**src/rtl/core/tcc_pkg.sv**
```systemverilog
// ----------------------------------------------------------------------------
// tcc_pkg
// Shared constants, opcodes and controller/datapath types for the text
// console controller.
// ----------------------------------------------------------------------------
package tcc_pkg;

    localparam int COLS   = 80;
    localparam int ROWS   = 25;
    localparam int CELLS  = COLS * ROWS;
    localparam int COL_W  = $clog2(COLS);
    localparam int ROW_W  = $clog2(ROWS);
    localparam int ADDR_W = $clog2(CELLS);

    // fixed widths of the channel fields
    localparam int OPCODE_W       = 4;
    localparam int BYTE_W         = 8;
    localparam int CELL_W         = 16;
    localparam int CURSOR_COL_W   = 7;
    localparam int CURSOR_ROW_W   = 5;
    localparam int CURSOR_INDEX_W = 11;

    localparam logic [BYTE_W-1:0] CHAR_NL    = 8'd10;
    localparam logic [BYTE_W-1:0] CHAR_CR    = 8'd13;
    localparam logic [BYTE_W-1:0] CHAR_BS    = 8'd8;
    localparam logic [BYTE_W-1:0] CHAR_SP    = 8'h20;
    localparam logic [BYTE_W-1:0] RESET_ATTR = 8'h0A;

    typedef enum logic [OPCODE_W-1:0] {
        OP_PUT    = 4'd0,
        OP_BKSP   = 4'd1,
        OP_SETCUR = 4'd2,
        OP_LEFT   = 4'd3,
        OP_RIGHT  = 4'd4,
        OP_PUTAT  = 4'd5,
        OP_CLEAR  = 4'd6,
        OP_SHOW   = 4'd7,
        OP_READ   = 4'd8
    } t_opcode;

    // controller to datapath
    typedef struct packed {
        logic       load;
        logic       exec;
        logic       ptr_zero;
        logic       copy_step;
        logic       fill_step;
        logic       fill_init;
        logic       emit;
        logic [1:0] beat;
        logic       last;
    } t_cmd;

    // datapath to controller
    typedef struct packed {
        logic op_clear;
        logic op_bksp;
        logic exec_scroll;
        logic ptr_copy_end;
        logic ptr_end;
        logic out_free;
    } t_sts;

    typedef struct packed {
        logic                      echo_valid;
        logic [BYTE_W-1:0]         echo_byte;
        logic [CELL_W-1:0]         cell_data;
        logic [CURSOR_COL_W-1:0]   cursor_col;
        logic [CURSOR_ROW_W-1:0]   cursor_row;
        logic [CURSOR_INDEX_W-1:0] cursor_index;
        logic                      cursor_shown;
        logic                      last;
    } t_rsp;

    function automatic logic [ADDR_W-1:0] cell_index(input logic [ROW_W-1:0] row,
                                                     input logic [COL_W-1:0] col);
        cell_index = ADDR_W'(ADDR_W'(row) * ADDR_W'(COLS)) + ADDR_W'(col);
    endfunction

endpackage

```
**src/rtl/core/tcc_ctrl.sv**
```systemverilog
// ----------------------------------------------------------------------------
// tcc_ctrl
// Sequencer for the console: init sweep, operation execute, scroll copy,
// row/screen fill and result beats.
// ----------------------------------------------------------------------------
module tcc_ctrl (
    input  logic          i_clk,
    input  logic          i_rst_n,
    input  logic          i_in_valid,
    input  tcc_pkg::t_sts i_sts,
    output tcc_pkg::t_cmd o_cmd,
    output logic          o_in_ready
);

    typedef enum logic [2:0] {
        ST_INIT,
        ST_IDLE,
        ST_EXEC,
        ST_COPY,
        ST_DRAIN,
        ST_FILL,
        ST_RESP
    } t_state;

    t_state     r_state, n_state;
    logic [1:0] r_beat, n_beat;

    always_comb begin
        n_state    = r_state;
        n_beat     = r_beat;
        o_cmd      = '0;
        o_in_ready = 1'b0;
        case (r_state)
            ST_INIT: begin
                o_cmd.fill_step = 1'b1;
                o_cmd.fill_init = 1'b1;
                if (i_sts.ptr_end) begin
                    n_state = ST_IDLE;
                end
            end
            ST_IDLE: begin
                o_in_ready = 1'b1;
                if (i_in_valid) begin
                    o_cmd.load = 1'b1;
                    n_state    = ST_EXEC;
                end
            end
            ST_EXEC: begin
                o_cmd.exec = 1'b1;
                n_beat     = 2'd0;
                if (i_sts.op_clear) begin
                    o_cmd.ptr_zero = 1'b1;
                    n_state        = ST_FILL;
                end else if (i_sts.exec_scroll) begin
                    o_cmd.ptr_zero = 1'b1;
                    n_state        = ST_COPY;
                end else begin
                    n_state = ST_RESP;
                end
            end
            ST_COPY: begin
                o_cmd.copy_step = 1'b1;
                if (i_sts.ptr_copy_end) begin
                    n_state = ST_DRAIN;
                end
            end
            // last copied word is written here
            ST_DRAIN: begin
                n_state = ST_FILL;
            end
            ST_FILL: begin
                o_cmd.fill_step = 1'b1;
                if (i_sts.ptr_end) begin
                    n_state = ST_RESP;
                end
            end
            ST_RESP: begin
                if (i_sts.out_free) begin
                    o_cmd.emit = 1'b1;
                    o_cmd.beat = r_beat;
                    o_cmd.last = !i_sts.op_bksp || (r_beat == 2'd2);
                    if (o_cmd.last) begin
                        n_state = ST_IDLE;
                    end else begin
                        n_beat = r_beat + 2'd1;
                    end
                end
            end
            default: begin
                n_state = ST_IDLE;
            end
        endcase
    end

    always_ff @(posedge i_clk) begin
        if (!i_rst_n) begin
            r_state <= ST_INIT;
            r_beat  <= 2'd0;
        end else begin
            r_state <= n_state;
            r_beat  <= n_beat;
        end
    end

endmodule

```
**config.mk**
```make
export PLATFORM = sky130hd
export DESIGN_NAME = tcc_ctrl
export DESIGN_NICKNAME = d
export VERILOG_FILES = /design/src/rtl/core/tcc_pkg.sv /design/src/rtl/core/tcc_ctrl.sv
export SDC_FILE = /design/constraint.sdc
export NUM_CORES = 1
export LEC_CHECK = 0
export BUFFER_PORTS_ARGS = -buffer_cell sky130_fd_sc_hd__buf_2
export CELL_PAD_IN_SITES_DETAIL_PLACEMENT = 2
export CELL_PAD_IN_SITES_GLOBAL_PLACEMENT = 2
export CORE_MARGIN = 4
export CORE_UTILIZATION = 27
export DETAILED_ROUTE_END_ITERATION = 8
export GPL_ROUTABILITY_DRIVEN = 1
export MAX_ROUTING_LAYER = met4
export PLACE_DENSITY = 0.83
export SYNTH_ARGS = -nofsm -noshare
export SYNTH_HDL_FRONTEND = slang
export SYNTH_SLANG_ARGS = --single-unit
```
**constraint.sdc**
```tcl
create_clock -name i_clk -period 2.39 [get_ports i_clk]
set_clock_uncertainty 0.05 [all_clocks]
set_input_delay 0.717 -clock i_clk [delete_from_list [all_inputs] [get_ports i_clk]]
set_output_delay 0.717 -clock i_clk [all_outputs]
set_load 0.01 [all_outputs]
```
==> results of run 1 <==
routing by layer:
metal	part of all wire [%]	vias up	routed length, um
met5	0	-	0
met4	1.0	0	14
met3	6.3	2	85
met2	52	21	694
met1	41	238	548
li1	-	247	-
final timing paths:
check                                            start                 endpoint  cells after the start
worst min register to register  r_beat[1]$_SDFFE_PN0P_   r_beat[1]$_SDFFE_PN0P_                      2
worst max register to register  r_beat[0]$_SDFFE_PN0P_  r_state[0]$_SDFFE_PN0P_                      6
worst min-delay path            r_beat[1]$_SDFFE_PN0P_   r_beat[1]$_SDFFE_PN0P_                      2
worst max-delay path                          i_sts[0]                 o_cmd[1]                      5
critical path, stage by stage:
cell and delay, ns:
buf_2 0.12, inv_1 0.07, nor3_4 0.24, and2_1 0.16, buf_2 0.12
registers in the layout, indices dropped and copies added, names as in the netlist:
| name | cells |
|---|---|
| r_state | 3 |
| r_beat | 2 |
cell type report:
| class | instances | area [um2] |
|---|---|---|
| clock buffers | 4 | 26.3 |
| repair buffers | 20 | 103 |
| well taps | 25 | 31.3 |
| multi-input cells | 44 | 334 |
| fillers | 221 | 1110 |
| flip-flops and latches | 5 | 101 |
| inverters | 6 | 22.5 |
power by group through the flow:
stage               clock [mW]  sequential [mW]  combinational (mW)
floorplan                    0           0.0949               0.108
global placement             0            0.109               0.123
detailed placement           0            0.110               0.126
CTS                      0.110            0.108               0.127
global route             0.117            0.111               0.138
finish                   0.103            0.108               0.124
logic make-up after synthesis:
group | after synthesis
and+or+nand+nor | 29
AOI/OAI and AO/OA | 14
buffers and inverters | 9
DFF | 5
adders and majority gates | 1
repair_timing:
action | in CTS | in global routing
gates resized for setup | 0 | 1
hold endpoints to repair | 0 | 0
buffers inserted | 0 | 0
endpoints found under the setup margin | 0 | 3
cells in the final DEF, fill, tap and decap left out:
cell,count
a211oi_4,1
a211oi_2,1
and2_1,4
nand2_1,1
dfxtp_1,4
nor3_4,1
a21oi_1,5
nor2_1,6
nor3_1,4
buf_2,19
ha_1,1
and2b_4,1
o221a_1,1
dfxtp_2,1
nor4_1,1
o31ai_2,1
nand2b_4,1
o21ai_1,1
or3_1,1
inv_2,1
a211oi_1,1
clkbuf_4,3
nor4_4,1
nand3b_1,2
and3_2,1
nor2b_1,1
nand2b_1,3
a211o_1,1
inv_1,5
and2b_2,1
buf_4,1
o2111ai_1,2
clkbuf_1,1
==> results_dict.tcl, run 1 <==
set metrics [dict create \
    cp-end-kind "output port" \
    areaGrowthSynthToFinish_pct 26.0 \
    synth-async-reset-ratio_pct 0 \
    ff2ff_setup_slack_ns 0.71 \
    relSlewSlack_pct 77.0 \
    hpwl_um 1130 \
    initial_core_util_pct 28.4 \
    cts.sinks 5 \
    fin_util_pct 35.8 \
    p_int_mw 0.212 \
    use_met2_pct 23.3 \
    fin_hold_ws_ns 0.451 \
    routedWlPerCell_um 12.9 \
    synth_fa_ha_area_share_pct 2.55 \
    powerDensity_nw_per_um2 541 \
    finalSetupViolCount 0 \
    setup_tns_ns 0 \
    nets 90 \
    met3_usage_pct 5.04 \
    hold_class "reg2reg" \
    synth-warning-count 0 \
    pwr-share-comb_pct 37.0 \
    grt_busiest_layer "met2" \
    syn_nets 68 \
    drive_above_1_share_pct 43.0 \
    critical_path_class "in2out" \
    max_freq_ghz 0.454 \
    port_buffers 19 \
    drv_slew 0 \
    swShare_pct 36.6 \
    vias 508 \
    setup_ws_ns 0.185 \
    power_frac_seq_pct 32.3 \
    synth.most_common_cell "nor2_1" \
    p_clk_share_pct 30.8 \
    synth.distinct_cells 29 \
    crit_arrival_ns 1.44 \
    n_antenna_cell 0 \
    fin_crit_ns 2.20 \
    hold_buffers 0 \
    startpoint_type "primary input" \
    ys_ff_latch 5 \
    routed_via_density 4.88 \
    synth_commonest_cells "nor2_1 (6), a21oi_1 (5), dfxtp_1 (5), inv_1 (5)" \
    grt_pass1_wl_um 2440 \
    synth_top_area_share_pct 20.4 \
    synthCells 58 \
    yosys.area_share.simple_pct 41.1 \
    die_y_um 50.6 \
    die_w_um 50.6 \
    synth-edff-count 0 \
    peakVddDrop_mv 0.189 \
    drt_iter0_drc 3 \
    crit_path_max_fanout 6 \
    synthMuxAreaShare_pct 0 \
    cts_buffers 3 \
    cap_violations 0 \
    clock_latency_ns 0.25 \
    power_mw 0.334 \
    seq_area_frac_synth_pct 20.4 \
    clock-root-buffer "clkbuf_4" \
    synth_compound_area_share_pct 24.5 \
    cts_max_level 1 \
    dieArea_um2 2560 \
    power_leakage_nw 0.273 \
    critical_path_required_ns 1.62 \
    rows 15 \
    route.detailed.drc 0 \
    gp_congestion 0.694 \
    finalWirelength_um 1340 \
    ys.flop_type "dfxtp_1" \
    cts_tree "built" \
    dp_cells 100 \
    stdcell_count 104 \
    grt_pass1_vias 553 \
    synth_xor_area_share_pct 0 \
    synth_largest_area_cell "dfxtp_1" \
    status "finished, final reports clean" \
    gr-total-overflow 0 \
    ctsLongestPathBuffers 2 \
    antenna_found_initial 0 \
    grt_max_degree 12 \
    ys_top_cells_by_area "dfxtp_1 (20%), buf_6 (6.9%), a21oi_1 (5.1%)" \
    grt_use_total_pct 13.1 \
    report.final.hold_viol_count 0 \
    place_ws_ns 0.177 \
    cts.clk_slew.worst_paths_ns 0.04 \
    switching_power_mw 0.122 \
    ant_nets 0 \
    drt_pass1_iterations 2 \
    io_pins 20 \
    tightest_slew_ns 0.344 \
    finalCritPeriodShare_pct 92.2 \
    synth.avg_cell_area_um2 8.46 \
    place_area_um2 591 \
    rsz0062_at_grt "false" \
    coreArea_um2 1730 \
    syn-cell-area_um2 490 \
    use_met1_pct 12.6 \
    stdcell_area_um2 618 \
    synth_top_family_by_area "simple AND/OR/NAND/NOR gates" \
]
Note: power is estimated with default switching activity, not from simulation.
==> run 2, diff against run 1 <==
--- a/config.mk
+++ b/config.mk
@@ -13,7 +13,7 @@
 export DETAILED_ROUTE_END_ITERATION = 8
 export GPL_ROUTABILITY_DRIVEN = 1
 export MAX_ROUTING_LAYER = met4
-export PLACE_DENSITY = 0.83
+export PLACE_DENSITY = 0.79
 export SYNTH_ARGS = -nofsm -noshare
 export SYNTH_HDL_FRONTEND = slang
 export SYNTH_SLANG_ARGS = --single-unit
==> run 2 against run 1 <==
Hold slack improved by 0.0035 ns. First-iteration DRC count unchanged. Sequential cell count did not move. Die area is the same. Largest power group unchanged.
==> results_dict.tcl, run 2 (synthesized netlist as in run 1, its figures left out) <==
set metrics [dict create \
    status "finished, final reports clean" \
    grt_use_total_pct 12.3 \
    cts_buffers 3 \
    relSlewSlack_pct 70.8 \
    crit_arrival_ns 1.47 \
    startpoint_type "flop" \
    crit_family "flip-flops" \
    largest_reg_flops 3 \
    setup_tns_ns 0 \
    hold_buffers 0 \
    grt_max_degree 12 \
    port_buffers 19 \
    power_leakage_nw 0.273 \
    largestRegisters "r_state x3, r_beat x2" \
    fin_util_pct 35.7 \
    final_cell_mix "buf_2 (19), nor2_1 (6), inv_1 (5), a21oi_1 (5), dfxtp_1 (5)" \
    dieArea_um2 2560 \
    critical_path_class "reg2out" \
    grt_pass1_wl_um 2350 \
    io_pins 20 \
    n_fill_cell 229 \
    cts.sinks 5 \
    rows 15 \
    place_area_um2 591 \
    report.final.hold_viol_count 0 \
    nets 90 \
    drt_pass1_iterations 2 \
    cp_slowest_cell "dfxtp_1" \
    clock_latency_ns 0.24 \
    die_w_um 50.6 \
    n_antenna_cell 0 \
    final_common_cell "buf_2" \
    die_y_um 50.6 \
    cp.buffers_inverters 1 \
    fin_hold_ws_ns 0.455 \
    finalSetupViolCount 0 \
    cts_max_level 1 \
    path_cells "nand2b_4, nor3_4, and2_1, buf_2" \
    stdcell_area_um2 617 \
    hpwl_um 1110 \
    peakVddDrop_mv 0.284 \
    finalWirelength_um 1340 \
    gr-total-overflow 0 \
    cts_tree "built" \
    initial_core_util_pct 28.4 \
    routed_via_density 4.71 \
    regMostFlops "r_state" \
    max_freq_ghz 0.447 \
    post-cts-setup-buffers 0 \
    cpPeakStageDelay_ns 0.58 \
    tightest_slew_ns 0.437 \
    routedWlPerCell_um 12.9 \
    hold_class "reg2reg" \
    powerDensity_nw_per_um2 537 \
    clock-root-buffer "clkbuf_4" \
    route.detailed.drc 0 \
    areaGrowthSynthToFinish_pct 25.8 \
    coreArea_um2 1730 \
    cap_violations 0 \
    cp-end-kind "output port" \
    vias 490 \
    critical_path_required_ns 1.62 \
    power_mw 0.331 \
    antenna_found_initial 0 \
    ctsLongestPathBuffers 2 \
    drv_slew 0 \
    drive_above_1_share_pct 41.8 \
    drt_iter0_drc 3 \
    crit_path_max_fanout 10 \
    cts_resized 0 \
    rsz0062_at_grt "false" \
    finalCritPeriodShare_pct 93.7 \
    ant_nets 0 \
    gp_congestion 0.671 \
    grt_pass1_vias 555 \
    cts.clk_slew.worst_paths_ns 0.04 \
    fin_crit_ns 2.24 \
]
==> run 2: cell counts in the layout (fill, tap and decap cells not counted) <==
No cell type changed its count.
==> run 2: layout make-up <==
type | instances | area, um2 | area share [%]
Clock buffer | 4 | 26.3 | 4.26
Inverter | 6 | 22.5 | 3.65
Multi-Input combinational cell | 44 | 334 | 54.2
Sequential cell | 5 | 100 | 16.2
Tap cell | 25 | 31.3 | 5.07
Timing Repair Buffer | 20 | 103 | 16.6
==> run 2: routing by layer <==
layer	vias to the layer above	global-route usage, %	wire length [um]
met5	-	-	0
met4	0	2.69	5
met3	2	3.56	81
met2	20	21.5	676
met1	224	13.8	576
li1	244	-	-
==> run 2: worst register-to-register path: stages (launching register included) <==
cell and delay, ns:
dfxtp_1 0.37, inv_1 0.06, ha_1 0.22, nand2b_1 0.20, a211oi_4 0.31, nor2_1 0.08
o221a_1 0.24
==> run 2: final timing paths <==
check | from | to | slack [ns] | depth (start not counted)
max | r_state[1]$_SDFFE_PN0P_ | o_cmd[1] | 0.15 | 4
min | r_beat[0]$_SDFFE_PN0P_ | r_beat[0]$_SDFFE_PN0P_ | 0.45 | 1
max reg2reg | r_beat[0]$_SDFFE_PN0P_ | r_state[0]$_SDFFE_PN0P_ | 0.74 | 6
min reg2reg | r_beat[0]$_SDFFE_PN0P_ | r_beat[0]$_SDFFE_PN0P_ | 0.45 | 1
==> run 2: power by group <==
| part | leakage, nW | switching (mW) | total (mW) | internal (mW) |
|---|---|---|---|---|
| registers | 0.0407 | 0.0171 | 0.107 | 0.0903 |
| logic | 0.217 | 0.0654 | 0.123 | 0.0576 |
| clock network | 0.0150 | 0.0376 | 0.101 | 0.0633 |
==> run 2: per-stage QoR <==
step           cells  worst slack [ns]
2_1_floorplan     58             0.397
3_3_place_gp     100             0.224
3_5_place_dp     100             0.166
4_1_cts          104             0.104
5_1_grt          104            0.0140
6_report         104             0.151
==> run 3, diff against run 2 <==
--- a/config.mk
+++ b/config.mk
@@ -13,7 +13,7 @@
 export DETAILED_ROUTE_END_ITERATION = 8
 export GPL_ROUTABILITY_DRIVEN = 1
 export MAX_ROUTING_LAYER = met4
-export PLACE_DENSITY = 0.79
+export PLACE_DENSITY = 0.88
 export SYNTH_ARGS = -nofsm -noshare
 export SYNTH_HDL_FRONTEND = slang
 export SYNTH_SLANG_ARGS = --single-unit
==> run 3 against run 2 <==
Register-to-register slack got worse by 0.02 ns. Largest power group unchanged. Sequential cell count did not move. Cell area fell by 0.81%. Fmax rose by 2.1%. Hold slack improved by 0.0044 ns. Clock power barely moved. Critical path depth rose by 1. Sequential share of layout area rose by 0.54 points. Final cell count fell by 0.96%. Highest routed layer unchanged. First-iteration DRC count did not move. Clock-buffer cell count did not move. Setup slack improved by 0.046 ns.
==> results_dict.tcl, run 3 (synthesized netlist as in run 1, its figures left out) <==
set metrics [dict create \
    status "finished, final reports clean" \
    grt_max_degree 13 \
    final_common_cell "buf_2" \
    ff2ff_setup_slack_ns 0.72 \
    cts_buffers 3 \
    power_mw 0.333 \
    grt_pass1_wl_um 2500 \
    drive_above_1_share_pct 43.6 \
    cts_max_level 1 \
    startpoint_type "primary input" \
    die_y_um 50.6 \
    ant_nets 0 \
    port_buffers 19 \
    hpwl_um 1130 \
    stdcell_area_um2 612 \
    relSlewSlack_pct 76.8 \
    drt_iter0_drc 3 \
    critical_path_required_ns 1.62 \
    gr-total-overflow 0 \
    tightest_slew_ns 0.347 \
    largestRegisters "r_state x3, r_beat x2" \
    cts_tree "built" \
    max_freq_ghz 0.456 \
    io_pins 20 \
    final_cell_mix "buf_2 (19), nor2_1 (6), inv_1 (5), a21oi_1 (5)" \
    coreArea_um2 1730 \
    dp_cells 99 \
    fin_util_pct 35.4 \
    regMostFlops "r_state" \
    gp_congestion 0.690 \
    finalSetupViolCount 0 \
    dieArea_um2 2560 \
    crit_path_max_fanout 6 \
    hold_start "r_beat[1]$_SDFFE_PN0P_" \
    met3_usage_pct 5.93 \
    peakVddDrop_mv 0.279 \
    drt_pass1_iterations 3 \
    hold_class "reg2reg" \
    use_met2_pct 21.5 \
    report.final.hold_viol_count 0 \
    rsz0062_at_grt "false" \
    post-cts-setup-buffers 0 \
    worstHoldPathCells 2 \
    fin_crit_ns 2.19 \
    clock_latency_ns 0.25 \
    routedWlPerCell_um 13.5 \
    stdcell_count 103 \
    regArea_um2 103 \
    setup_tns_ns 0 \
    route.detailed.drc 0 \
    largest_reg_flops 3 \
    vias 510 \
    worstRegToRegCells 6 \
    grt_pass1_vias 533 \
    grt_busiest_layer "met2" \
    multi_input_area_um2 334 \
    grt_use_total_pct 13.9 \
    ctsLongestPathBuffers 2 \
    cp-end-kind "output port" \
    r2r-start "r_beat[0]$_SDFFE_PN0P_" \
    critical_path_class "in2out" \
    place_area_um2 583 \
    initial_core_util_pct 28.4 \
    drv_slew 0 \
    min_to "r_beat[1]$_SDFFE_PN0P_" \
    cap_violations 0 \
    use_met1_pct 14.8 \
    n_antenna_cell 0 \
    rows 15 \
    hold_buffers 0 \
    n_fill_cell 224 \
    finalCritPeriodShare_pct 91.8 \
    crit_arrival_ns 1.43 \
    antenna_found_initial 0 \
    cts.sinks 5 \
    areaGrowthSynthToFinish_pct 24.7 \
    finalWirelength_um 1390 \
    cts.clk_slew.worst_paths_ns 0.04 \
    powerDensity_nw_per_um2 545 \
    nets 89 \
    routed_via_density 4.95 \
    clock-root-buffer "clkbuf_4" \
    die_w_um 50.6 \
    power_leakage_nw 0.268 \
    worstReg2RegEnd "r_state[0]$_SDFFE_PN0P_" \
]
[run 3: layout make-up]
class                           instances  area share [%]
Tap cell                               25            5.11
Multi-Input combinational cell         44            54.6
Clock buffer                            4            4.29
Inverter                                6            3.68
Timing Repair Buffer                   19            15.5
Sequential cell                         5            16.8
[run 3: per-stage QoR]
stage	hold WS (ns)	setup WS, ns
after floorplan	0.412	0.397
after global placement	0.438	0.226
after detailed placement	0.457	0.178
after CTS	0.466	0.0827
after global routing	0.485	0.0914
final	0.459	0.196
[run 3: worst max-delay path by stage]
stage	start	to	slack [ns]	depth (start not counted)
global route	r_beat[0]$_SDFFE_PN0P_	o_cmd[0]	0.09	5
global placement	i_sts[0]	o_cmd[2]	0.23	5
CTS	r_state[2]$_SDFFE_PN0P_	o_cmd[1]	0.08	4
floorplan	i_sts[0]	o_cmd[0]	0.40	3
detailed placement	i_sts[0]	o_cmd[1]	0.18	5
finish	i_sts[0]	o_cmd[1]	0.20	5
[run 3: metal layers]
metal / up-vias / share of wire, %
li1: 245 / -
met1: 241 / 40
met2: 20 / 50
met3: 4 / 8.2
met4: 0 / 2.0
met5: - / 0
[run 3: worst max-delay path, stage by stage]
cell and delay [ns]:
buf_2 0.12, inv_1 0.07, nor3_4 0.23, and2_1 0.16, buf_2 0.13
[run 3: report_power, final]
group	total (mW)	switching [mW]	internal, mW
Clock	0.102	0.0389	0.0634
Sequential	0.111	0.0202	0.0911
Combinational	0.120	0.0637	0.0560
[run 3: what timing repair did]
action | 4_1_cts | 5_1_grt
resized for setup | 0 | 2
endpoints found under the setup margin | 0 | 3
hold endpoints to repair | 0 | 0
